File: src/design/fct_pkg.sv
// Shared types and constants for the frustum cull test block.
package fct_pkg;

    // Item operation codes
    typedef enum logic [1:0] {
        OP_LOAD   = 2'd0,
        OP_BUILD  = 2'd1,
        OP_SPHERE = 2'd2,
        OP_BOX    = 2'd3
    } op_t;

    // What a multiplier issue feeds
    typedef enum logic [1:0] {
        MM_VP   = 2'd0,
        MM_SQ   = 2'd1,
        MM_DIST = 2'd2
    } mul_mode_t;

    // Controller states
    typedef enum logic [3:0] {
        ST_IDLE,
        ST_WRITE,
        ST_VP,
        ST_VP_DRAIN,
        ST_EXT,
        ST_SQ,
        ST_SQ_DRAIN,
        ST_SQRT,
        ST_SQRT_WAIT,
        ST_DIV,
        ST_DIV_WAIT,
        ST_COPY,
        ST_TEST,
        ST_TEST_DRAIN,
        ST_REPORT
    } state_t;

    // Last plane and last box corner
    localparam logic [2:0] PLANE_LAST  = 3'd5;
    localparam logic [2:0] CORNER_LAST = 3'd7;

    // Controller to datapath commands
    typedef struct packed {
        logic      cap;
        logic      elem_write;
        logic      mul_issue;
        mul_mode_t mode;
        logic [1:0] row;
        logic [1:0] col;
        logic [1:0] term;
        logic [2:0] plane;
        logic [2:0] corner;
        logic      ext_issue;
        logic      sqrt_start;
        logic      div_start;
        logic      copy_write;
    } cmd_t;

    // Datapath to controller status
    typedef struct packed {
        logic unit_busy;
        logic len_ok;
    } status_t;

endpackage

File: src/design/fct_ctrl.sv
// Controller state machine for the frustum cull test block.
module fct_ctrl (
    input  logic            clk,
    input  logic            rst_n,
    input  logic            start,
    input  logic [1:0]      operation,
    input  fct_pkg::status_t status,
    output fct_pkg::cmd_t   cmd,
    output logic            busy,
    output logic            done
);
    import fct_pkg::*;

    state_t     state_reg, state_next;
    logic [5:0] cnt_reg, cnt_next;
    logic [2:0] plane_reg, plane_next;
    logic [2:0] corner_reg, corner_next;
    logic       box_reg, box_next;

    // State and counters
    always_ff @(posedge clk or negedge rst_n)
    begin
        if (!rst_n)
        begin
            state_reg  <= ST_IDLE;
            cnt_reg    <= '0;
            plane_reg  <= '0;
            corner_reg <= '0;
            box_reg    <= 1'b0;
        end
        else
        begin
            state_reg  <= state_next;
            cnt_reg    <= cnt_next;
            plane_reg  <= plane_next;
            corner_reg <= corner_next;
            box_reg    <= box_next;
        end
    end

    // Next state and commands
    always_comb
    begin
        state_next  = state_reg;
        cnt_next    = cnt_reg;
        plane_next  = plane_reg;
        corner_next = corner_reg;
        box_next    = box_reg;
        cmd         = '0;
        cmd.mode    = MM_VP;
        cmd.row     = cnt_reg[5:4];
        cmd.col     = cnt_reg[3:2];
        cmd.term    = cnt_reg[1:0];
        cmd.plane   = plane_reg;
        cmd.corner  = corner_reg;
        busy        = (state_reg != ST_IDLE);
        done        = 1'b0;
        unique case (state_reg)
            ST_IDLE:
            begin
                if (start)
                begin
                    cmd.cap     = 1'b1;
                    cnt_next    = '0;
                    plane_next  = '0;
                    corner_next = '0;
                    box_next    = (op_t'(operation) == OP_BOX);
                    unique case (op_t'(operation))
                        OP_LOAD:   state_next = ST_WRITE;
                        OP_BUILD:  state_next = ST_VP;
                        OP_SPHERE: state_next = ST_TEST;
                        OP_BOX:    state_next = ST_TEST;
                        default:   state_next = ST_IDLE;
                    endcase
                end
            end
            ST_WRITE:
            begin
                cmd.elem_write = 1'b1;
                state_next     = ST_IDLE;
            end
            // view times projection, one product per cycle
            ST_VP:
            begin
                cmd.mul_issue = 1'b1;
                cmd.mode      = MM_VP;
                if (cnt_reg == 6'd63)
                begin
                    cnt_next   = '0;
                    state_next = ST_VP_DRAIN;
                end
                else
                    cnt_next = cnt_reg + 6'd1;
            end
            ST_VP_DRAIN:
            begin
                if (cnt_reg[0])
                begin
                    cnt_next   = '0;
                    plane_next = '0;
                    state_next = ST_EXT;
                end
                else
                    cnt_next = cnt_reg + 6'd1;
            end
            // plane components from column sums and differences
            ST_EXT:
            begin
                cmd.ext_issue = 1'b1;
                if (cnt_reg[1:0] == 2'd3)
                begin
                    cnt_next   = '0;
                    state_next = ST_SQ;
                end
                else
                    cnt_next = cnt_reg + 6'd1;
            end
            ST_SQ:
            begin
                cmd.mul_issue = 1'b1;
                cmd.mode      = MM_SQ;
                if (cnt_reg[1:0] == 2'd2)
                begin
                    cnt_next   = '0;
                    state_next = ST_SQ_DRAIN;
                end
                else
                    cnt_next = cnt_reg + 6'd1;
            end
            ST_SQ_DRAIN:
            begin
                if (cnt_reg[0])
                    state_next = ST_SQRT;
                else
                    cnt_next = cnt_reg + 6'd1;
            end
            ST_SQRT:
            begin
                cmd.sqrt_start = 1'b1;
                state_next     = ST_SQRT_WAIT;
            end
            ST_SQRT_WAIT:
            begin
                if (!status.unit_busy)
                begin
                    cnt_next   = '0;
                    state_next = status.len_ok ? ST_DIV : ST_COPY;
                end
            end
            ST_DIV:
            begin
                cmd.div_start = 1'b1;
                state_next    = ST_DIV_WAIT;
            end
            ST_DIV_WAIT:
            begin
                if (!status.unit_busy)
                begin
                    if (cnt_reg[1:0] == 2'd3)
                    begin
                        cnt_next   = '0;
                        plane_next = plane_reg + 3'd1;
                        state_next = (plane_reg == PLANE_LAST) ? ST_IDLE : ST_EXT;
                    end
                    else
                    begin
                        cnt_next   = cnt_reg + 6'd1;
                        state_next = ST_DIV;
                    end
                end
            end
            ST_COPY:
            begin
                cmd.copy_write = 1'b1;
                if (cnt_reg[1:0] == 2'd3)
                begin
                    cnt_next   = '0;
                    plane_next = plane_reg + 3'd1;
                    state_next = (plane_reg == PLANE_LAST) ? ST_IDLE : ST_EXT;
                end
                else
                    cnt_next = cnt_reg + 6'd1;
            end
            // three products per corner, planes in order
            ST_TEST:
            begin
                cmd.mul_issue = 1'b1;
                cmd.mode      = MM_DIST;
                if (cnt_reg[1:0] == 2'd2)
                begin
                    cnt_next = '0;
                    if (!box_reg || corner_reg == CORNER_LAST)
                    begin
                        corner_next = '0;
                        plane_next  = plane_reg + 3'd1;
                        if (plane_reg == PLANE_LAST)
                            state_next = ST_TEST_DRAIN;
                    end
                    else
                        corner_next = corner_reg + 3'd1;
                end
                else
                    cnt_next = cnt_reg + 6'd1;
            end
            ST_TEST_DRAIN:
            begin
                if (cnt_reg[0])
                    state_next = ST_REPORT;
                else
                    cnt_next = cnt_reg + 6'd1;
            end
            ST_REPORT:
            begin
                done       = 1'b1;
                state_next = ST_IDLE;
            end
            default:
                state_next = ST_IDLE;
        endcase
    end

endmodule

File: config.mk
export PLATFORM = sky130hd
export DESIGN_NAME = fct_ctrl
export DESIGN_NICKNAME = d
export VERILOG_FILES = /design/src/design/fct_pkg.sv /design/src/design/fct_ctrl.sv
export SDC_FILE = /design/constraint.sdc
export NUM_CORES = 1
export LEC_CHECK = 0
export BUFFER_PORTS_ARGS = -buffer_cell sky130_fd_sc_hd__buf_2
export CORE_AREA = 3 3 66 68
export CTS_CLUSTER_DIAMETER = 30
export DETAILED_ROUTE_END_ITERATION = 8
export DIE_AREA = 0 0 69 71
export PLACE_DENSITY = 0.62
export SYNTH_ARGS = -nofsm -noshare
export SYNTH_HDL_FRONTEND = slang
export SYNTH_SLANG_ARGS = --single-unit
File: constraint.sdc
create_clock -name clk -period 2.35 [get_ports clk]
set_input_delay 0.235 -clock clk [delete_from_list [all_inputs] [get_ports clk]]
set_output_delay 0.235 -clock clk [all_outputs]
set_load 0.02 [all_outputs]
# Yosys cells after proc, flatten, opt, wreduce, memory -nomap -nowiden
# Index checks and enable logic that the tools add are counted.
word_totals:
  reg_bits: 17
  input_bits: 7
  out_inout_bits: 23
classes:
  add_sub_neg: 3
  n_eq_ne: 36
  mux: 46
  reduce_logical: 18
ops:
  columns: ["operator", "count"]
  rows:
  - ["$mux 4", 14]
  - ["$pmux 4 s13", 1]
  - ["$mux 6", 8]
  - ["$pmux 6 s8", 1]
  - ["$eq 4x4->1 const B", 7]
  - ["$ne 2x2->1 const B", 14]
  - ["$mux 3", 9]
  - ["$eq 4x3->1 const B", 4]
  - ["$pmux 3 s5", 1]
  - ["$reduce_and 13->1", 1]
  - ["$pmux 4 s3", 1]
  - ["$pmux 3 s3", 1]
  - ["$eq 2x2->1 const B", 4]
  - ["$eq 4x2->1 const B", 2]
  - ["$mux 1", 8]
  - ["$reduce_bool 8->1", 1]
  - ["$reduce_or 2->1", 4]
  - ["$add 3x1->3 const B", 2]
  - ["$add 6x1->6 const B", 1]
  - ["$eq 3x3->1 const B", 2]
  - ["$eq 6x6->1 const B", 1]
  - ["$pmux 3 s2", 1]
  - ["$reduce_and 6->1", 1]
  - ["$reduce_and 5->1", 1]
  - ["other kinds (13)", 13]

# Depth between registers and ports, before layout
logic_depth:
  depth_word: 5
  mapped_depth: 9

# Worst setup path after synthesis
# No wires, ideal clock.
synth_path:
  kind: "register to register"
  from: "reg cnt_reg[0]"
  to: "reg plane_reg[0]"
  arrival_time_ns: 1.998
  required_ns: 2.222
  path_slack_ns: 0.224
  path_stages_with_launch: 9
  path_buffers: 1
  synth_period_minus_slack_ns: 2.126
  path_cell_list: "dfrtp_1 -> buf_2 -> inv_1 -> ha_1 -> nor4b_1 -> o21ai_0 -> and3_1 -> o21ai_1 -> mux2_1"
synth_between:
  elab_chain_len: 4
synth_lines:
  columns: ["item", "line", "rtl"]
  rows:
  - ["from (decl)", "fct_ctrl.sv:15", "logic [5:0] cnt_reg, cnt_next;"]
  - ["from (signal assigned)", "fct_ctrl.sv:34", "cnt_reg <= cnt_next;"]
  - ["$eq 2x2->1", "fct_ctrl.sv:159, fct_ctrl.sv:175", null]
  - ["$mux 3 (2 in series)", null, null]
  - ["$pmux 3 s5", null, null]
  - ["to (signal assigned)", "fct_ctrl.sv:35", "plane_reg <= plane_next;"]
  - ["to (decl)", "fct_ctrl.sv:16", "logic [2:0] plane_reg, plane_next;"]
# Several ways; a longest one is shown, not always the timed one. The select of a mux whose other input is x is not followed.
# A chain may end at the register's enable or synchronous reset.

# Final worst setup path
layout_path:
  from: "reg state_reg[2]"
  to: "reg state_reg[0]"
layout_between:
  elab_chain_len: 3
layout_lines:
  columns: ["item", "line", "rtl"]
  rows:
  - ["from (decl)", "fct_ctrl.sv:14", "state_t state_reg, state_next;"]
  - ["from (signal assigned)", "fct_ctrl.sv:33", "state_reg <= state_next;"]
  - ["$eq 4x4->1, or another cell as far along", "fct_ctrl.sv:58", "unique case (state_reg)"]
  - ["$ne 2x2->1 (no source line)", null, null]
  - ["$reduce_and 13->1 (no source line)", null, null]
# Several ways; a longest one is shown, not always the timed one.

==> run_results.csv <==
group,metric,value,unit
outcome,status,"finished, final reports clean",
yosys,yosysUniqueCellTypes,55,
drt,vias_per_cell,5.64,
yosys,synth_top_family_by_area,"simple AND/OR/NAND/NOR gates",
final_layout,nets,255,
sta,setup_viol,0,
yosys,ys_ff_latch,17,
final_layout,final_common_cell,"buf_2",
sta,skew,0.00807,ns
final_layout,num_antenna_cells,0,
setup_path,endpoint_kind,"register",
sta,max_clock_freq,488,MHz
global_route,grt_util_met1,0.241,
power_and_ir_drop,clkPwrFrac,0.426,
clocking,post_cts_buffers,0,
clocking,clock-root-buffer,"clkbuf_8",
die,fp.dieH,71,um
setup_path,crit_path_cell_trace,"or4b_4 > a31o_4 > and3_4 > nand3_4 > mux2_4",
place,placed_cells,282,
global_route,grt_overflow_total,0,
place,gp_congestion,0.889,
global_route,grt-busiest-layer,"met2",
clocking,insertion_delay,0.26,ns
final_layout,drive_gt1_frac,0.245,
die,io-pin-count,30,
power_and_ir_drop,seq_power_share,0.539,
setup_path,required,2.50,ns
yosys,synthAdderAreaFrac,0.0850,
final_layout,final_cells,287,
yosys,synth_flop_cell,"dfrtp_1",
flow_run,drv_cap,0,
min_path,worstHoldPathType,"primary input to register",
global_route,grt_max_degree,23,
yosys,synthXorXnorAreaFrac,0.0103,
sta,setup_tns,0,ns
power_and_ir_drop,swShare,0.225,
setup_path,critPathLaunchType,"register",
clocking,max-clock-path-buffers,2,
yosys,synthArstFlopShare,1.00,
clocking,clkSinkCount,17,
yosys,syn_area_per_cell,8.33,sq um
yosys,synth_area,0.00171,sq mm
clocking,cts_tree,"done",
die,rows,23,
sta,rsz0062_at_grt,"no",
sta,fin_crit,2.05,ns
yosys,synth-compound-area-share,0.241,
global_route,grt_usage,0.179,
drt,dr.first_iter.drc_count,117,
yosys,synth_mux_area_frac,0.0609,
power_and_ir_drop,leakage,0.896,nW
drt,vias,1620,
setup_path,critical_path_class,"register to register",
setup_path,cp_slowest_stage_delay,0.57,ns
place,dp_hpwl,3210,um
drt,route.detailed.drc,0,
setup_path,cpMaxStageDelayCell,"dfrtp_1",
sta,slew_violations,0,
drt,firstDrtPassIters,4,
clocking,h-tree-depth,1,
global_route,grt_pass1_vias,1473,
power_and_ir_drop,power_density,274,mW/mm^2
power_and_ir_drop,switchingPower,0.122,mW
clocking,numCtsBuffers,3,
die,dieArea,0.00490,sq mm
yosys,yosys.area_share.simple,0.284,
yosys,synth-edff-count,0,
die,core,0.00391,sq mm
sta,slew_headroom,0.657,
global_route,antenna_found_initial,0,
setup_path,critPathBufInv,0,
setup_path,cpLargestDelayFamily,"simple AND/OR/NAND/NOR gates",
place,place.port_buffers,29,
yosys,yosysWarnings,0,
setup_path,arrival,2.20,ns
global_route,grt_pass1_wl,7130,um
power_and_ir_drop,combinationalPowerShare,0.034,
clocking,path_clk_slew,0.07,ns
yosys,netlist_instances,205,
power_and_ir_drop,p_int,0.420,mW
die,start_util,0.436,
global_route,globalRouteMet2Util,0.289,
yosys,synth-seq-area-share,0.249,
global_route,grt.met3_usage,0.0398,
final_layout,largest_register_ff_count,6,
drt,wl_per_cell,14.8,um
sta,tightestPinTransition,0.514,ns
final_layout,syn2layout_area_growth,15.9,%
sta,fin_crit_sh,0.872,
setup_path,cp_max_fo,17,
yosys,synth_nets,222,
drt,drt_wl_total,4240,um
final_layout,mostFrequentLayoutCells,"buf_2, nor2_1, nand2_1, dfrtp_1, buf_4",
power_and_ir_drop,vdd.ir_drop.worst,0.370,mV
sta,hold_ws,0.251,ns
clocking,post_cts.resized_instances,0,
die,die_w,69,um
drt,drt.antenna.violating_nets,0,
sta,hold_viol_final,0,
## path summary, 6_finish.rpt
| check | start | end | slack (ns) | cells past startpoint |
|---|---|---|---|---|
| max | state_reg[2] | state_reg[0] | 0.30 | 5 |
| min | operation[0] | box_reg | 0.25 | 3 |
| max reg2reg | state_reg[2] | state_reg[0] | 0.30 | 5 |
| min reg2reg | corner_reg[1] | corner_reg[1] | 0.52 | 2 |
| max in group asynchronous | rst_n | box_reg | 1.62 | 2 |
| min in group asynchronous | rst_n | state_reg[3] | 0.43 | 2 |
## layer usage
metal,up-vias,share of wire
met3,5,0.043
li1,825,-
met4,0,0.0083
met5,-,0
met1,754,0.47
met2,36,0.48
## synthesized netlist by cell type, drive strengths merged (2+ instances only)
master   count  area [sq um]
o21ai       19          95.1
o221ai       2          17.5
nand3        9          57.6
ha          10           125
o21a         2          15.0
mux2         5          63.8
and3b        2          17.5
nor4b        2          23.8
o22ai        2          12.5
and3         4          30.0
o32a         2          20.0
nor3         4          20.0
a21oi       10          50.1
or3b         2          17.5
buf         15          88.8
o2bb2ai      3          26.3
inv          8          30.0
mux2i        4          40.0
a221oi       2          23.8
nand3b       5          37.5
nand4        3          18.8
dfrtp       17           425
nand2b       3          18.8
maj3         2          20.0
xor2         2          17.5
a22oi        2          15.0
a31oi        7          43.8
nand2       17          63.8
nor2b        4          25.0
nor3b        3          22.5
and4b        2          20.0
nor2        18          67.6
## worst min-delay path: stages
cell and delay (ns):
buf_2 0.11, nand2_1 0.05, o21ai_0 0.07
## timing repair
action / in CTS / in global routing
hold buffers: 1 / 0
setup endpoints to repair: 0 / 0
endpoints found under the hold margin: 17 / 0
## power by group through the flow
stage                     clock network [mW]  registers, mW  logic [mW]
final                                  0.231          0.292      0.0185
after global routing                   0.251          0.292      0.0216
after CTS                              0.239          0.292      0.0191
after detailed placement                   0          0.298      0.0180
after global placement                     0          0.298      0.0178
after floorplan                            0          0.298     0.00360
## area by class of cell
type / instances / area (sq um)
fillers: 401 / 1940
multi-input cells: 165 / 1160
flip-flops and latches: 17 / 425
repair buffers: 43 / 253
well taps: 50 / 62.6
clock buffers: 4 / 45.0
inverters: 8 / 30.0
## cells by family (layout without fill, tap and decap cells)
family / count (synthesis) / after routing
flops: 17 / 17
compound gates: 60 / 60
fa+ha+maj: 12 / 12
buf+inv: 23 / 55
simple gates: 82 / 82
xor+xnor: 2 / 2
mux: 9 / 9
## stage by stage
step                      utilization  area, sq um  setup WS [ns]  power (mW)
final                           0.505         1980          0.300       0.542
after global routing            0.505         1980          0.236       0.565
after CTS                       0.505         1980          0.316       0.551
after detailed placement        0.491         1920          0.319       0.316
after global placement          0.491         1920          0.362       0.316
after floorplan                     -         1710          0.224       0.302
Power figures use the tool's default switching activity.
